[config.mk]
export PLATFORM = sky130hd
export DESIGN_NAME = pointer_deadband_peak_average_top
export DESIGN_NICKNAME = d
export VERILOG_FILES = /design/src/rtl/pdpa_pkg.sv /design/src/rtl/pdpa_front.sv /design/src/rtl/pdpa_fifo.sv /design/src/rtl/pdpa_div.sv /design/src/rtl/pdpa_back.sv /design/src/rtl/pointer_deadband_peak_average_top.sv
export SDC_FILE = /design/constraint.sdc
export NUM_CORES = 2
export LEC_CHECK = 0
export ABC_AREA = 0
export BUFFER_PORTS_ARGS = -buffer_cell sky130_fd_sc_hd__buf_2
export CORE_MARGIN = 2
export CORE_UTILIZATION = 55
export CTS_CLUSTER_DIAMETER = 150
export DETAILED_ROUTE_END_ITERATION = 10
export GPL_ROUTABILITY_DRIVEN = 0
export GPL_TIMING_DRIVEN = 1
export PLACE_DENSITY = 0.71
export SLEW_MARGIN = 10
export SYNTH_ARGS = -nofsm -noshare
export SYNTH_HDL_FRONTEND = slang
export SYNTH_SLANG_ARGS = --single-unit
[constraint.sdc]
create_clock -name clk -period 12.6 [get_ports clk]
set_input_delay 1.89 -clock clk [delete_from_list [all_inputs] [get_ports clk]]
set_output_delay 1.89 -clock clk [all_outputs]
set_load 0.005 [all_outputs]
[src/rtl/pdpa_pkg.sv]
// Shared types, constants and codes for the pointer deadband peak averager.
// No dependencies; every other file in rtl/ but pdpa_div imports this package.
package pdpa_pkg;

  // Field widths
  localparam int PIX_W    = 13;
  localparam int EDGE_W   = 12;
  localparam int SIZE_W   = 13;
  localparam int FRAMES_W = 5;
  localparam int GAIN_W   = 16;
  localparam int PEAK_W   = 16;
  localparam int DRIVE_W  = 29;

  // Average in 1/32 pixel: |avg| never exceeds the largest peak times 16
  localparam int AVG_W    = 20;
  localparam int PROD_W   = AVG_W + 1 + GAIN_W;

  // Channel packing
  localparam int IN_DATA_W  = 32;
  localparam int IN_USER_W  = 2;
  localparam int OUT_DATA_W = 88;
  localparam int OUT_USER_W = 3;
  localparam int CFG_IDX_W  = 4;
  localparam int CFG_DATA_W = 16;

  // Defaults for top-level parameters
  localparam int MAX_FRAMES_DEF = 16;
  localparam int QDEPTH_DEF     = 2;

  // Deadband in half pixels (1.5 pixels)
  localparam int DEADBAND = 3;

  // Drive saturation limits
  localparam int DRIVE_MAX = 268435455;
  localparam int DRIVE_MIN = -268435456;

  // Command codes
  localparam logic CMD_SAMPLE = 1'b0;
  localparam logic CMD_TICK   = 1'b1;

  // Register indexes
  localparam logic [CFG_IDX_W-1:0] CFG_AVG_FRAMES = 4'd0;
  localparam logic [CFG_IDX_W-1:0] CFG_WIN_LEFT   = 4'd1;
  localparam logic [CFG_IDX_W-1:0] CFG_WIN_TOP    = 4'd2;
  localparam logic [CFG_IDX_W-1:0] CFG_WIN_WIDTH  = 4'd3;
  localparam logic [CFG_IDX_W-1:0] CFG_WIN_HEIGHT = 4'd4;
  localparam logic [CFG_IDX_W-1:0] CFG_TURN_GAIN  = 4'd5;
  localparam logic [CFG_IDX_W-1:0] CFG_PITCH_GAIN = 4'd6;
  localparam logic [CFG_IDX_W-1:0] CFG_ROLL_GAIN  = 4'd7;

  // Register reset values
  localparam logic [GAIN_W-1:0] TURN_GAIN_RST  = 16'hFF7D;  // -131
  localparam logic [GAIN_W-1:0] PITCH_GAIN_RST = 16'hFF7D;  // -131
  localparam logic [GAIN_W-1:0] ROLL_GAIN_RST  = 16'h0148;  // 328

  // Configuration register file
  typedef struct packed {
    logic [FRAMES_W-1:0] avg_frames;
    logic [EDGE_W-1:0]   win_left;
    logic [EDGE_W-1:0]   win_top;
    logic [SIZE_W-1:0]   win_width;
    logic [SIZE_W-1:0]   win_height;
    logic [GAIN_W-1:0]   turn_gain;
    logic [GAIN_W-1:0]   pitch_gain;
    logic [GAIN_W-1:0]   roll_gain;
  } cfg_t;

  // Frame job handed from front to back on a tick
  typedef struct packed {
    logic [PEAK_W-1:0] peak_x;
    logic [PEAK_W-1:0] peak_y;
    logic              roll_held;
  } job_t;

  // Back-end sequencer states
  typedef enum logic [3:0] {
    BK_IDLE,
    BK_PASS,
    BK_WRITE,
    BK_SUM,
    BK_LAST,
    BK_DIVGO,
    BK_DIVW,
    BK_MUL,
    BK_SAT,
    BK_OUT
  } bk_state_t;

endpackage

[src/rtl/pdpa_front.sv]
// Front end: accepts items, holds the per-axis peaks and turns a tick into a job.
// Depends on pdpa_pkg.
module pdpa_front (
  input  logic                         clk,
  input  logic                         rst_n,
  input  logic                         in_tvalid,
  output logic                         in_tready,
  input  logic [pdpa_pkg::IN_DATA_W-1:0] in_tdata,
  input  logic [pdpa_pkg::IN_USER_W-1:0] in_tuser,
  input  pdpa_pkg::cfg_t               cfg,
  input  logic                         q_full,
  output logic                         q_push,
  output pdpa_pkg::job_t               q_job
);
  import pdpa_pkg::*;

  logic [PEAK_W-1:0] peak_x_r, peak_x_nxt;
  logic [PEAK_W-1:0] peak_y_r, peak_y_nxt;
  logic [PIX_W-1:0]  pix_x, pix_y;
  logic              cmd, roll_held, accept, win_ok;
  logic signed [PEAK_W-1:0] dx, dy;

  function automatic logic [PEAK_W-1:0] mag(input logic [PEAK_W-1:0] v);
    return v[PEAK_W-1] ? PEAK_W'(-$signed(v)) : v;
  endfunction

  // Keep d when it lies outside the deadband and beats the held peak
  function automatic logic [PEAK_W-1:0] hold(input logic [PEAK_W-1:0] pk,
                                             input logic [PEAK_W-1:0] d);
    logic [PEAK_W-1:0] md;
    md = mag(d);
    if ((md > PEAK_W'(DEADBAND)) && (md > mag(pk))) return d;
    return pk;
  endfunction

  assign pix_x     = in_tdata[PIX_W-1:0];
  assign pix_y     = in_tdata[2*PIX_W-1:PIX_W];
  assign cmd       = in_tuser[0];
  assign roll_held = in_tuser[1];

  assign in_tready = !q_full;
  assign accept    = in_tvalid && in_tready;
  assign win_ok    = (cfg.win_width >= SIZE_W'(2)) && (cfg.win_height >= SIZE_W'(2));

  // Offsets from the window center in half pixels
  assign dx = $signed({2'b00, pix_x, 1'b0}) - $signed({3'b000, cfg.win_left, 1'b0})
            - $signed({3'b000, cfg.win_width});
  assign dy = $signed({2'b00, pix_y, 1'b0}) - $signed({3'b000, cfg.win_top, 1'b0})
            - $signed({3'b000, cfg.win_height});

  // Hand the held peaks over on a tick
  assign q_push = accept && (cmd == CMD_TICK);
  always_comb begin
    q_job.peak_x    = peak_x_r;
    q_job.peak_y    = peak_y_r;
    q_job.roll_held = roll_held;
  end

  // Update or clear the peaks
  always_comb begin
    peak_x_nxt = peak_x_r;
    peak_y_nxt = peak_y_r;
    if (accept) begin
      if (cmd == CMD_TICK) begin
        peak_x_nxt = '0;
        peak_y_nxt = '0;
      end else if (win_ok) begin
        peak_x_nxt = hold(peak_x_r, dx);
        peak_y_nxt = hold(peak_y_r, dy);
      end
    end
  end

  always_ff @(posedge clk) begin
    if (!rst_n) begin
      peak_x_r <= '0;
      peak_y_r <= '0;
    end else begin
      peak_x_r <= peak_x_nxt;
      peak_y_r <= peak_y_nxt;
    end
  end

endmodule

[src/rtl/pdpa_fifo.sv]
// Short job queue between front and back so each side can stall on its own.
// Depends on pdpa_pkg for the job type.
module pdpa_fifo #(
  parameter int DEPTH = pdpa_pkg::QDEPTH_DEF
) (
  input  logic           clk,
  input  logic           rst_n,
  input  logic           push,
  input  pdpa_pkg::job_t push_job,
  input  logic           pop,
  output pdpa_pkg::job_t pop_job,
  output logic           full,
  output logic           empty
);
  import pdpa_pkg::*;

  localparam int PTR_W = (DEPTH > 1) ? $clog2(DEPTH) : 1;
  localparam int CNT_W = $clog2(DEPTH + 1);

  job_t              slot_mem [DEPTH];
  logic [PTR_W-1:0]  wptr_r, wptr_nxt, rptr_r, rptr_nxt;
  logic [CNT_W-1:0]  count_r, count_nxt;

  function automatic logic [PTR_W-1:0] bump(input logic [PTR_W-1:0] p);
    return (p == PTR_W'(DEPTH - 1)) ? '0 : p + 1'b1;
  endfunction

  assign full    = (count_r == CNT_W'(DEPTH));
  assign empty   = (count_r == '0);
  assign pop_job = slot_mem[rptr_r];

  // Advance pointers and count
  always_comb begin
    wptr_nxt  = push ? bump(wptr_r) : wptr_r;
    rptr_nxt  = pop ? bump(rptr_r) : rptr_r;
    count_nxt = count_r;
    if (push && !pop) count_nxt = count_r + 1'b1;
    else if (pop && !push) count_nxt = count_r - 1'b1;
  end

  always_ff @(posedge clk) begin
    if (!rst_n) begin
      wptr_r  <= '0;
      rptr_r  <= '0;
      count_r <= '0;
    end else begin
      wptr_r  <= wptr_nxt;
      rptr_r  <= rptr_nxt;
      count_r <= count_nxt;
    end
  end

  // Store the pushed item
  always_ff @(posedge clk) begin
    if (push) slot_mem[wptr_r] <= push_job;
  end

endmodule

[src/rtl/pdpa_div.sv]
// Signed divide by an unsigned count, one quotient bit per cycle, truncating.
// No package dependency; widths come from the instantiating module.
module pdpa_div #(
  parameter int DIVD_W = 25,
  parameter int DVSR_W = 5,
  parameter int QUO_W  = 20
) (
  input  logic                     clk,
  input  logic                     rst_n,
  input  logic                     start,
  input  logic [DIVD_W-1:0]        dividend,
  input  logic [DVSR_W-1:0]        divisor,
  output logic                     done,
  output logic [QUO_W-1:0]         quotient
);

  localparam int CNT_W = (DIVD_W > 1) ? $clog2(DIVD_W) : 1;

  logic [DVSR_W-1:0] rem_r, rem_nxt;
  logic [DIVD_W-1:0] quo_r, quo_nxt;
  logic [DVSR_W-1:0] dvsr_r;
  logic [CNT_W-1:0]  cnt_r, cnt_nxt;
  logic              busy_r, busy_nxt, done_r, done_nxt, neg_r;
  logic [DVSR_W:0]   shifted, trial;
  logic [QUO_W-1:0]  qmag;

  // One restoring step
  assign shifted = {rem_r, quo_r[DIVD_W-1]};
  assign trial   = shifted - {1'b0, dvsr_r};

  always_comb begin
    rem_nxt  = rem_r;
    quo_nxt  = quo_r;
    cnt_nxt  = cnt_r;
    busy_nxt = busy_r;
    done_nxt = 1'b0;
    if (start) begin
      rem_nxt  = '0;
      quo_nxt  = dividend[DIVD_W-1] ? DIVD_W'(-$signed(dividend)) : dividend;
      cnt_nxt  = '0;
      busy_nxt = 1'b1;
    end else if (busy_r) begin
      if (!trial[DVSR_W]) begin
        rem_nxt = trial[DVSR_W-1:0];
        quo_nxt = {quo_r[DIVD_W-2:0], 1'b1};
      end else begin
        rem_nxt = shifted[DVSR_W-1:0];
        quo_nxt = {quo_r[DIVD_W-2:0], 1'b0};
      end
      cnt_nxt = cnt_r + 1'b1;
      if (cnt_r == CNT_W'(DIVD_W - 1)) begin
        busy_nxt = 1'b0;
        done_nxt = 1'b1;
      end
    end
  end

  always_ff @(posedge clk) begin
    if (!rst_n) begin
      busy_r <= 1'b0;
      done_r <= 1'b0;
    end else begin
      busy_r <= busy_nxt;
      done_r <= done_nxt;
    end
  end

  always_ff @(posedge clk) begin
    rem_r <= rem_nxt;
    quo_r <= quo_nxt;
    cnt_r <= cnt_nxt;
    if (start) begin
      dvsr_r <= divisor;
      neg_r  <= dividend[DIVD_W-1];
    end
  end

  // Restore the sign
  assign qmag     = quo_r[QUO_W-1:0];
  assign quotient = neg_r ? QUO_W'(-$signed(qmag)) : qmag;
  assign done     = done_r;

endmodule

[src/rtl/pdpa_back.sv]
// Back end: frame ring, sum, average, gain multiply, saturate and result register.
// Depends on pdpa_pkg and pdpa_div.
module pdpa_back #(
  parameter int MAX_FRAMES = pdpa_pkg::MAX_FRAMES_DEF
) (
  input  logic                            clk,
  input  logic                            rst_n,
  input  pdpa_pkg::cfg_t                  cfg,
  input  logic                            q_empty,
  input  pdpa_pkg::job_t                  q_job,
  output logic                            q_pop,
  output logic                            out_tvalid,
  input  logic                            out_tready,
  output logic [pdpa_pkg::OUT_DATA_W-1:0] out_tdata,
  output logic [pdpa_pkg::OUT_USER_W-1:0] out_tuser
);
  import pdpa_pkg::*;

  localparam int N_W    = $clog2(MAX_FRAMES + 1);
  localparam int AW     = (MAX_FRAMES > 1) ? $clog2(MAX_FRAMES) : 1;
  localparam int SUM_W  = PEAK_W + N_W;
  localparam int DIVD_W = SUM_W + 4;
  localparam int FLR_W  = PROD_W - 4;

  localparam logic signed [PROD_W:0]    RND    = (PROD_W + 1)'(16);
  localparam logic signed [FLR_W-1:0]   SAT_HI = FLR_W'(DRIVE_MAX);
  localparam logic signed [FLR_W-1:0]   SAT_LO = FLR_W'(DRIVE_MIN);

  bk_state_t state_r, state_nxt;

  job_t               job_r;
  logic [N_W-1:0]     n_r, n_eff, ws_r, slot, cnt_r;
  logic [31:0]        n_full;
  logic [2*PEAK_W-1:0] ring_mem [MAX_FRAMES];
  logic [MAX_FRAMES-1:0] ring_vld_r;
  logic [2*PEAK_W-1:0] rd_data_r;
  logic               rd_live_r, rd_pend_r;
  logic               ring_we, rd_en, div_go;
  logic [SUM_W-1:0]   acc_x_r, acc_y_r;
  logic [AVG_W-1:0]   avg_x_r, avg_y_r, quo_x, quo_y;
  logic               done_x, done_y;
  logic [AVG_W:0]     op_a, op_b;
  logic [GAIN_W-1:0]  gain_a;
  logic [PROD_W-1:0]  prod_a_r, prod_b_r;
  logic [DRIVE_W-1:0] drv_a, drv_b, turn_d, pitch_d, roll_d;
  logic [DRIVE_W-1:0] turn_r, pitch_r, roll_r;
  logic [OUT_USER_W-1:0] flags_r;

  // Round with ties up, floor by 32, saturate to the drive range
  function automatic logic [DRIVE_W-1:0] sat_drive(input logic [PROD_W-1:0] prod);
    logic signed [PROD_W:0]  biased;
    logic signed [FLR_W-1:0] flr;
    biased = $signed({prod[PROD_W-1], prod}) + RND;
    flr    = biased[PROD_W:5];
    if (flr > SAT_HI) return {1'b0, {(DRIVE_W - 1){1'b1}}};
    if (flr < SAT_LO) return {1'b1, {(DRIVE_W - 1){1'b0}}};
    return flr[DRIVE_W-1:0];
  endfunction

  // Active frame count, clamped to the ring depth
  assign n_full = (32'(cfg.avg_frames) > MAX_FRAMES) ? MAX_FRAMES : 32'(cfg.avg_frames);
  assign n_eff  = n_full[N_W-1:0];
  assign slot   = (ws_r >= n_r) ? '0 : ws_r;

  // Next state
  always_comb begin
    state_nxt = state_r;
    case (state_r)
      BK_IDLE:  if (!q_empty) state_nxt = (n_eff == '0) ? BK_PASS : BK_WRITE;
      BK_PASS:  state_nxt = BK_MUL;
      BK_WRITE: state_nxt = BK_SUM;
      BK_SUM:   if (cnt_r == n_r - 1'b1) state_nxt = BK_LAST;
      BK_LAST:  state_nxt = BK_DIVGO;
      BK_DIVGO: state_nxt = BK_DIVW;
      BK_DIVW:  if (done_x && done_y) state_nxt = BK_MUL;
      BK_MUL:   state_nxt = BK_SAT;
      BK_SAT:   state_nxt = BK_OUT;
      BK_OUT:   if (out_tready) state_nxt = BK_IDLE;
      default:  state_nxt = BK_IDLE;
    endcase
  end

  // Sequencer outputs
  always_comb begin
    q_pop      = (state_r == BK_IDLE) && !q_empty;
    ring_we    = (state_r == BK_WRITE);
    rd_en      = (state_r == BK_SUM);
    div_go     = (state_r == BK_DIVGO);
    out_tvalid = (state_r == BK_OUT);
  end

  always_ff @(posedge clk) begin
    if (!rst_n) begin
      state_r    <= BK_IDLE;
      ws_r       <= '0;
      ring_vld_r <= '0;
      rd_pend_r  <= 1'b0;
    end else begin
      state_r   <= state_nxt;
      rd_pend_r <= rd_en;
      if (ring_we) begin
        ws_r <= slot + 1'b1;
        ring_vld_r[slot[AW-1:0]] <= 1'b1;
      end
    end
  end

  // Ring memory: write the new frame, read one entry per cycle for the sum
  always_ff @(posedge clk) begin
    if (ring_we) ring_mem[slot[AW-1:0]] <= {job_r.peak_x, job_r.peak_y};
  end

  always_ff @(posedge clk) begin
    if (rd_en) begin
      rd_data_r <= ring_mem[cnt_r[AW-1:0]];
      rd_live_r <= ring_vld_r[cnt_r[AW-1:0]];
    end
  end

  // Job capture, read count and accumulation
  always_ff @(posedge clk) begin
    if (q_pop) begin
      job_r <= q_job;
      n_r   <= n_eff;
    end
    if (ring_we) begin
      cnt_r   <= '0;
      acc_x_r <= '0;
      acc_y_r <= '0;
    end else begin
      if (rd_en) cnt_r <= cnt_r + 1'b1;
      if (rd_pend_r && rd_live_r) begin
        acc_x_r <= acc_x_r + {{(SUM_W - PEAK_W){rd_data_r[2*PEAK_W-1]}},
                              rd_data_r[2*PEAK_W-1:PEAK_W]};
        acc_y_r <= acc_y_r + {{(SUM_W - PEAK_W){rd_data_r[PEAK_W-1]}},
                              rd_data_r[PEAK_W-1:0]};
      end
    end
  end

  // Averages: sum * 16 / n, one bit per cycle
  pdpa_div #(.DIVD_W(DIVD_W), .DVSR_W(N_W), .QUO_W(AVG_W)) u_div_x (
    .clk(clk), .rst_n(rst_n), .start(div_go), .dividend({acc_x_r, 4'b0000}),
    .divisor(n_r), .done(done_x), .quotient(quo_x)
  );

  pdpa_div #(.DIVD_W(DIVD_W), .DVSR_W(N_W), .QUO_W(AVG_W)) u_div_y (
    .clk(clk), .rst_n(rst_n), .start(div_go), .dividend({acc_y_r, 4'b0000}),
    .divisor(n_r), .done(done_y), .quotient(quo_y)
  );

  // Multiplier operands: roll uses y minus x
  assign op_a   = job_r.roll_held ? ({avg_y_r[AVG_W-1], avg_y_r} - {avg_x_r[AVG_W-1], avg_x_r})
                                  : {avg_x_r[AVG_W-1], avg_x_r};
  assign op_b   = {avg_y_r[AVG_W-1], avg_y_r};
  assign gain_a = job_r.roll_held ? cfg.roll_gain : cfg.turn_gain;

  // Saturated drives and their flags
  assign drv_a   = sat_drive(prod_a_r);
  assign drv_b   = sat_drive(prod_b_r);
  assign turn_d  = job_r.roll_held ? '0 : drv_a;
  assign pitch_d = job_r.roll_held ? '0 : drv_b;
  assign roll_d  = job_r.roll_held ? drv_a : '0;

  always_ff @(posedge clk) begin
    case (state_r)
      BK_PASS: begin
        avg_x_r <= {job_r.peak_x, 4'b0000};
        avg_y_r <= {job_r.peak_y, 4'b0000};
      end
      BK_DIVW: begin
        if (done_x && done_y) begin
          avg_x_r <= quo_x;
          avg_y_r <= quo_y;
        end
      end
      BK_MUL: begin
        prod_a_r <= {{GAIN_W{op_a[AVG_W]}}, op_a} * {{(AVG_W + 1){gain_a[GAIN_W-1]}}, gain_a};
        prod_b_r <= {{GAIN_W{op_b[AVG_W]}}, op_b}
                  * {{(AVG_W + 1){cfg.pitch_gain[GAIN_W-1]}}, cfg.pitch_gain};
      end
      BK_SAT: begin
        turn_r  <= turn_d;
        pitch_r <= pitch_d;
        roll_r  <= roll_d;
        flags_r <= {roll_d != '0, pitch_d != '0, turn_d != '0};
      end
      default: begin
      end
    endcase
  end

  assign out_tdata = {1'b0, roll_r, pitch_r, turn_r};
  assign out_tuser = flags_r;

endmodule

[src/rtl/pointer_deadband_peak_average_top.sv]
// Top level of the pointer deadband peak averager: register file, front, queue, back.
// Depends on pdpa_pkg, pdpa_front, pdpa_fifo, pdpa_div and pdpa_back.
//
//  channel | dir | handshake          | payload
//  --------+-----+--------------------+-------------------------------------------
//  in_     | in  | in_tvalid/tready   | tdata: pixel_x, pixel_y; tuser: command,
//          |     |                    |   roll_held
//  out_    | out | out_tvalid/tready  | tdata: turn, pitch, roll drive; tuser: flags
//  cfg_    | in  | cfg_valid/ready    | cfg_index, cfg_data (always ready)
//
// Samples and ticks are held off only while the job queue is full. With averaging off a
// tick's peaks go straight to the gain multiply; with n frames averaged the result also
// waits on the ring sum, which reads one entry at a time, and the one-bit-per-cycle dividers.
// The job queue lets the front keep taking items while a result waits on out_tready, until it fills.
// Reset is synchronous; ring entries carry valid bits cleared at once, no clearing pass.
module pointer_deadband_peak_average_top #(
  parameter int MAX_FRAMES = pdpa_pkg::MAX_FRAMES_DEF,
  parameter int QDEPTH     = pdpa_pkg::QDEPTH_DEF
) (
  input  logic                            clk,
  input  logic                            rst_n,
  // in_tdata: pixel_x[12:0], pixel_y[25:13], zero pad
  // in_tuser: command[0], roll_held[1]
  input  logic                            in_tvalid,
  output logic                            in_tready,
  input  logic [pdpa_pkg::IN_DATA_W-1:0]  in_tdata,
  input  logic [pdpa_pkg::IN_USER_W-1:0]  in_tuser,
  // out_tdata: turn_drive[28:0], pitch_drive[57:29], roll_drive[86:58], zero pad
  // out_tuser: turn_valid[0], pitch_valid[1], roll_valid[2]
  output logic                            out_tvalid,
  input  logic                            out_tready,
  output logic [pdpa_pkg::OUT_DATA_W-1:0] out_tdata,
  output logic [pdpa_pkg::OUT_USER_W-1:0] out_tuser,
  input  logic                            cfg_valid,
  output logic                            cfg_ready,
  input  logic [pdpa_pkg::CFG_IDX_W-1:0]  cfg_index,
  input  logic [pdpa_pkg::CFG_DATA_W-1:0] cfg_data
);
  import pdpa_pkg::*;

  cfg_t cfg_r, cfg_nxt;
  job_t push_job, pop_job;
  logic q_push, q_pop, q_full, q_empty;

  assign cfg_ready = 1'b1;

  // Register writes
  always_comb begin
    cfg_nxt = cfg_r;
    if (cfg_valid && cfg_ready) begin
      case (cfg_index)
        CFG_AVG_FRAMES: cfg_nxt.avg_frames = cfg_data[FRAMES_W-1:0];
        CFG_WIN_LEFT:   cfg_nxt.win_left   = cfg_data[EDGE_W-1:0];
        CFG_WIN_TOP:    cfg_nxt.win_top    = cfg_data[EDGE_W-1:0];
        CFG_WIN_WIDTH:  cfg_nxt.win_width  = cfg_data[SIZE_W-1:0];
        CFG_WIN_HEIGHT: cfg_nxt.win_height = cfg_data[SIZE_W-1:0];
        CFG_TURN_GAIN:  cfg_nxt.turn_gain  = cfg_data[GAIN_W-1:0];
        CFG_PITCH_GAIN: cfg_nxt.pitch_gain = cfg_data[GAIN_W-1:0];
        CFG_ROLL_GAIN:  cfg_nxt.roll_gain  = cfg_data[GAIN_W-1:0];
        default: begin
        end
      endcase
    end
  end

  always_ff @(posedge clk) begin
    if (!rst_n) begin
      cfg_r.avg_frames <= '0;
      cfg_r.win_left   <= '0;
      cfg_r.win_top    <= '0;
      cfg_r.win_width  <= '0;
      cfg_r.win_height <= '0;
      cfg_r.turn_gain  <= TURN_GAIN_RST;
      cfg_r.pitch_gain <= PITCH_GAIN_RST;
      cfg_r.roll_gain  <= ROLL_GAIN_RST;
    end else begin
      cfg_r <= cfg_nxt;
    end
  end

  pdpa_front u_front (
    .clk(clk), .rst_n(rst_n),
    .in_tvalid(in_tvalid), .in_tready(in_tready), .in_tdata(in_tdata), .in_tuser(in_tuser),
    .cfg(cfg_r), .q_full(q_full), .q_push(q_push), .q_job(push_job)
  );

  pdpa_fifo #(.DEPTH(QDEPTH)) u_fifo (
    .clk(clk), .rst_n(rst_n), .push(q_push), .push_job(push_job),
    .pop(q_pop), .pop_job(pop_job), .full(q_full), .empty(q_empty)
  );

  pdpa_back #(.MAX_FRAMES(MAX_FRAMES)) u_back (
    .clk(clk), .rst_n(rst_n), .cfg(cfg_r),
    .q_empty(q_empty), .q_job(pop_job), .q_pop(q_pop),
    .out_tvalid(out_tvalid), .out_tready(out_tready),
    .out_tdata(out_tdata), .out_tuser(out_tuser)
  );

endmodule

=== After elaboration in Yosys (flattened, before gate mapping) ===
Memory sizes are Yosys's and may differ from the RTL's. A register that Yosys moved wholly into a read port is not among the register bits.
Index checks and enable logic that the tools add are counted.

* Register bits after elaboration: 502
* Memory bits (writable): 578
* Input port bits: 59
* Memories kept: 2

* $add $sub $neg: 28
* Multiply operators: 2
* Magnitude comparators: 15
* Equal/unequal tests: 24
* Multiplexer cells: 83
* Bitwise gates (word level): 4
* Reductions and logical operators: 43

{| class="wikitable"
|+ Memories
! memory !! depth !! width !! rd ports !! clocked after Yosys merged registers in !! wr ports !! RTL line !! source
|-
| u_back.ring_mem || 16 || 32 || 1 || 1 || 1 || pdpa_back.sv:34 || <nowiki>logic [2*PEAK_W-1:0] ring_mem [MAX_FRAMES];</nowiki>
|-
| u_fifo.slot_mem || 2 || 33 || 1 || 1 || 1 || pdpa_fifo.sv:20 || <nowiki>job_t slot_mem [DEPTH];</nowiki>
|}

{| class="wikitable"
|+ Operators with widths
! cell !! count
|-
| 2-to-1 mux 29 bit || 11
|-
| 2-to-1 mux 16 bit || 13
|-
| 2-to-1 mux 25 bit || 6
|-
| nonzero test 29 bit || 3
|-
| 2-to-1 mux 20 bit || 4
|-
| case mux 20 bit (2 select lines) || 2
|-
| > comparator 33 x 29 -> 1 bit (second input constant) || 2
|-
| less-than comparator 33 x 29 -> 1 bit (second input constant) || 2
|-
| negator 16 bit || 4
|-
| negator 25 bit || 2
|-
| adder 21 bit || 2
|-
| negator 20 bit || 2
|-
| case mux 4 bit (10 select lines) || 1
|-
| adder 37 x 6 -> 38 bit (second input constant) || 1
|-
| adder 36 x 6 -> 37 bit (second input constant) || 1
|-
| multiplier 21 x 16 -> 37 bit || 1
|-
| multiplier 20 x 16 -> 36 bit || 1
|-
| equality test 4 x 3 -> 1 bit (second input constant) || 8
|-
| > comparator 16 bit || 2
|-
| > comparator 16 x 2 -> 1 bit (second input constant) || 2
|-
| 2-to-1 mux 1 bit || 32
|-
| subtractor 16 x 14 -> 16 bit || 2
|-
| subtractor 14 x 13 -> 15 bit || 2
|-
| greater-or-equal comparator 13 x 2 -> 1 bit (second input constant) || 2
|-
| other kinds (37) || 91
|}

=== Depth between registers and ports, before layout ===
* Depth after elaboration: 13
* Mapped depth: 39
* Depth with buffers taken out: 37

=== Modules after synthesis ===
Synthesis repeated with hierarchy kept, for this count alone.

* Cells, all modules: 6,893
* Area total of the unflattened synthesis: 78,641.7 um^2

{| class="wikitable"
|+ Modules (own cells, without submodules)
! module !! times used !! cells an instance !! area each (um^2) !! seq. area each (um^2)
|-
| pdpa_back || 1 || 4,982 || 60,216.5 || 24,823.8
|-
| pdpa_front || 1 || 818 || 6,192.2 || 640.6
|-
| pdpa_div || 2 || 294 || 2,852.7 || 1,171.1
|-
| pointer_deadband_peak_average_top || 1 || 380 || 3,935.0 || 2,062.0
|-
| pdpa_fifo || 1 || 125 || 2,592.5 || 2,082.0
|}

=== Least setup slack after synthesis ===
OpenSTA, ideal clock, no wires.

* Kind: register to register
* From: reg u_back.avg_y_r[0]
* To: reg u_back.prod_a_r[35] (data pin)
* Data arrival time: 8.761 ns
* Data required time: 12.342 ns
* Slack: 3.581 ns
* Cell stages (with the launch flop): 39
* Buffers on the path: 2
* Clock period less this slack: 9.019 ns
* Cell sequence: edfxtp_1 > buf_1 > inv_1 > ha_1 > fa_1 > nor2b_1 > o21ai_0 > nand2b_1 > a21o_1 > a21o_1 > a41oi_1 > o211ai_1 > nand3_1 > a31oi_1 > or2_2 > clkbuf_1 > nor2_1 > fa_1 > [... 3 more ...] > fa_1 > fa_1 > fa_1 > inv_1 > fa_1 > inv_1 > ha_1 > a21o_1 > a21o_1 > a21o_1 > a21o_1 > a211oi_1 > o41ai_1 > a2111oi_0 > nor3_1 > a21o_1 > a21oi_1 > xnor2_1

* Word-level cells in the longest chain between the ends: 3

{| class="wikitable"
|+ RTL lines
! what !! RTL line !! source
|-
| start, declared || pdpa_back.sv:40 || <nowiki>logic [AVG_W-1:0] avg_x_r, avg_y_r, quo_x, quo_y;</nowiki>
|-
| start signal, assigned || pdpa_back.sv:169 || <nowiki>avg_y_r <= {job_r.peak_y, 4'b0000};</nowiki>
|-
| start signal, assigned || pdpa_back.sv:174 || <nowiki>avg_y_r <= quo_y;</nowiki>
|-
| subtractor 20 x 20 -> 21 bit || pdpa_back.sv:153 || <nowiki>assign op_a = job_r.roll_held ? ({avg_y_r[AVG_W-1], avg_y_r} - {avg_x_r[AVG_W-1], avg_x_r})</nowiki>
|-
| 2-to-1 mux 21 bit || pdpa_back.sv:153 ||
|-
| multiplier 21 x 16 -> 37 bit || pdpa_back.sv:178 || <nowiki>prod_a_r <= {{GAIN_W{op_a[AVG_W]}}, op_a} * {{(AVG_W + 1){gain_a[GAIN_W-1]}}, gain_a};</nowiki>
|-
| end signal, assigned || pdpa_back.sv:178 ||
|-
| end, declared || pdpa_back.sv:44 || <nowiki>logic [PROD_W-1:0] prod_a_r, prod_b_r;</nowiki>
|}

No other way between the ends.
A chain may end at the register's enable or synchronous reset.

=== Worst setup path after layout ===
* From: reg u_back.avg_y_r[1]
* To: reg u_back.prod_a_r[35] (data pin)

The elaborated chain is that of the path after synthesis.

==> reports/metrics.csv <==
stage,metric,value,unit
logic_synthesis,post_synth_instance_area,78700,sq um
routing,detail_route.iter0.violations,4485,
die,initial_utilization,0.555,
worst_setup_path,setup.worst_path.start_class,flop,
timing,tightestPinTransition,1.17,ns
timing,timing.final.max_slew_violations,0,
global_routing,grt_antenna_before_repair,2,
worst_setup_path,timing.critical_path.fanout_max,16,
clocking,clock_tree.root_cell,sky130_fd_sc_hd__clkbuf_16,
worst_setup_path,critical_path_class,reg2reg,
clocking,worstSkewPairLatency,0.77,ns
global_routing,global_route.overflow_total,0,
global_routing,grt_max_degree,94,
logic_synthesis,yosysSeqAreaShare,0.404,
placed_design,dp_hpwl,135000,microns
routing,vias_per_cell,5.86,
global_routing,grt_usage,0.268,
logic_synthesis,synth-warning-count,0,
timing,grt_setup_unrepaired,false,
timing,setup-violations-final,0,
timing,max_clock_freq,100,MHz
worst_hold_path,hold_class,reg2reg,
worst_setup_path,cp.arrival,10.49,ns
final_layout,layout-drive-gt1-share,0.0978,
timing,max_slew_margin,0.199,
logic_synthesis,synth_seq_cells,1137,
final_layout,most_common_library_cell_in_the_layout_ignoring_fill_and_taps,sky130_fd_sc_hd__inv_1,
die,io-pin-count,153,
logic_synthesis,synth_enable_flop_cells,901,
worst_setup_path,timing.reg2reg.setup_slack,2.60,ns
timing,final_cycle_utilization_of_the_critical_path,0.794,
worst_setup_path,rr_startpoint,u_back.avg_y_r[1],
final_layout,antenna_cells_inserted,0,
logic_synthesis,synth_instances,7090,
worst_setup_path,worst_setup_sp,u_back.avg_y_r[1],
job,max_cap_viol_count,0,
die,core.rowCount,138,
global_routing,first_global_vias,54500,
logic_synthesis,library_cells_used_by_synthesis,115,
logic_synthesis,postSynth.topFlopCell,sky130_fd_sc_hd__edfxtp_1,
timing,tns,0,ns
clocking,count_of_h_tree_levels_built_during_cts,3,
placed_design,port-buffer-count,144,
worst_setup_path,critical_path.endpoint_type,flop,
clocking,holdBufCountCts,0,
worst_setup_path,r2r_cells,35,
die,chipWidth,382,microns
worst_setup_path,max_stage_delay,0.74,ns
routing,totalWireLength,193000,microns
die,dieHeight,382,microns
routing,final_antenna_net_count,0,
final_layout,finalNetCount,8205,
clocking,clk_path_buf_depth,3,
routing,drt-wirelength-per-cell,21.2,microns
worst_setup_path,critical_path_required,13.09,ns
clocking,postCtsSetupBuffers,0,
clocking,cts_tree,done,
worst_hold_path,hold-path-cell-count,1,
routing,vias,53400,
timing,setup_clock_skew_after_layout,0.0806,ns
clocking,cts-buffers-inserted,115,
worst_hold_path,whs_endpoint,u_back.ring_vld_r[1],
worst_setup_path,r2r-end,u_back.prod_a_r[35],
logic_synthesis,synth.avg_cell_area,11.1,sq um
worst_hold_path,min-delay-start,u_back.ring_vld_r[1],
routing,drt_first_pass_iters,6,
final_layout,area_growth_from_synthesis_to_layout,8.16,%
routing,drt_drc_violations_left,0,
logic_synthesis,asyncSetResetFlopFracSynth,0,
global_routing,grt_first_pass_wirelength,304000,microns
worst_setup_path,cp_dominant_cell_by_count,sky130_fd_sc_hd__fa_1,
worst_setup_path,slowest_stage_cell_crit_path,sky130_fd_sc_hd__edfxtp_1,
clocking,clock_sinks,1137,
clocking,cts-resized-gates,0,
die,die-area,146000,sq um
status,outcome,"finished, final reports clean",
die,placeableCoreArea,142000,sq um
clocking,cts.clk_slew.worst_paths,0.06,ns
timing,min_period,10.00,ns
final_layout,mostFrequentLayoutCells,"sky130_fd_sc_hd__inv_1, sky130_fd_sc_hd__edfxtp_1, sky130_fd_sc_hd__nand2_1, sky130_fd_sc_hd__fa_1, sky130_fd_sc_hd__nor2_1",
timing,final_hold_viol_count,0,
## registers in the layout (all words and copies together), names as in the netlist, 16 cells and up
register	flops
cfg_r	103
u_back.acc_x_r	21
u_back.acc_y_r	21
u_back.avg_x_r	20
u_back.avg_y_r	20
u_back.job_r	33
u_back.pitch_r	29
u_back.prod_a_r	33
u_back.prod_b_r	32
u_back.rd_data_r	32
u_back.ring_mem	512
u_back.ring_vld_r	16
u_back.roll_r	29
u_back.turn_r	29
u_back.u_div_x.quo_r	25
u_back.u_div_y.quo_r	25
u_fifo.slot_mem	66
u_front.peak_x_r	16
u_front.peak_y_r	16
## final cells by class
class                   instances  area [sq um]
fillers                     11300         56700
multi-input cells            4756         42500
flip-flops and latches       1137         31800
inverters                     905          3400
clock buffers                 159          3220
well taps                    1890          2360
repair buffers                220          1290
clock inverters                51           499
## through the flow
stage | setup slack [ns] | area (sq um) | hold WS [ns] | util | instances
after floorplan | 3.58 | 78700 | 0.435 | - | 7092
after global placement | 2.84 | 81400 | 0.441 | 0.574 | 8908
after detailed placement | 2.64 | 81400 | 0.453 | 0.574 | 8908
after CTS | 2.65 | 85100 | 0.467 | 0.600 | 9118
after global routing | 1.85 | 85100 | 0.494 | 0.600 | 9118
final | 2.60 | 85100 | 0.466 | 0.600 | 9118
## cells by family after synthesis
family	Yosys count	share of synthesized area
buffers and inverters	1199	0.0581
AOI/OAI and AO/OA	988	0.0832
muxes	322	0.0681
DFF	1137	0.404
and+or+nand+nor	2061	0.122
xor gates and xnor gates	369	0.0412
adders and majority gates	1012	0.224
other	2	0.0000955
## worst max path at each step
stage                                to  slack (ns)  cells past startpoint
finish              u_back.prod_a_r[35]        2.60                     35
global route        u_back.prod_a_r[35]        1.85                     35
CTS                 u_back.prod_a_r[35]        2.65                     35
detailed placement  u_back.prod_a_r[35]        2.64                     35
global placement    u_back.prod_a_r[35]        2.84                     36
floorplan           u_back.prod_a_r[35]        3.58                     38
## worst max-delay path, delay by kind of cell, from the launching register on
family,cells,cell delay [ns]
AO/OA/AOI/OAI,13,3.22
XOR/XNOR,2,0.26
adder cells (fa/ha/maj),8,3.77
buffers and inverters,5,0.60
flip-flops,1,0.74
multiplexers,1,0.15
AND/OR/NAND/NOR,6,1.01
## layer usage
metal,wire [microns],global-route usage,vias up
met5,0,0,-
met4,8240,0.107,0
met3,13400,0.0393,474
met2,94500,0.451,1952
met1,77100,0.349,26800
li1,-,-,24200
## Yosys cell counts (86+ instances only)
library cell | count | area (sq um)
sky130_fd_sc_hd__dfxtp_1 | 236 | 4720
sky130_fd_sc_hd__a21o_1 | 86 | 646
sky130_fd_sc_hd__and2_1 | 155 | 970
sky130_fd_sc_hd__xnor2_1 | 188 | 1650
sky130_fd_sc_hd__fa_1 | 659 | 13200
sky130_fd_sc_hd__mux4_2 | 165 | 3720
sky130_fd_sc_hd__a21oi_1 | 279 | 1400
sky130_fd_sc_hd__nor2_1 | 478 | 1790
sky130_fd_sc_hd__mux2i_1 | 100 | 1000
sky130_fd_sc_hd__nor2b_1 | 93 | 582
sky130_fd_sc_hd__clkbuf_1 | 240 | 901
sky130_fd_sc_hd__nand2_1 | 815 | 3060
sky130_fd_sc_hd__edfxtp_1 | 901 | 27100
sky130_fd_sc_hd__ha_1 | 352 | 4400
sky130_fd_sc_hd__nand3_1 | 127 | 636
sky130_fd_sc_hd__xor2_1 | 180 | 1580
sky130_fd_sc_hd__o21ai_0 | 194 | 971
sky130_fd_sc_hd__inv_1 | 903 | 3390
Power is not shown: default switching activity piles up to over one toggle a cycle in this logic, so the estimate is an artifact.
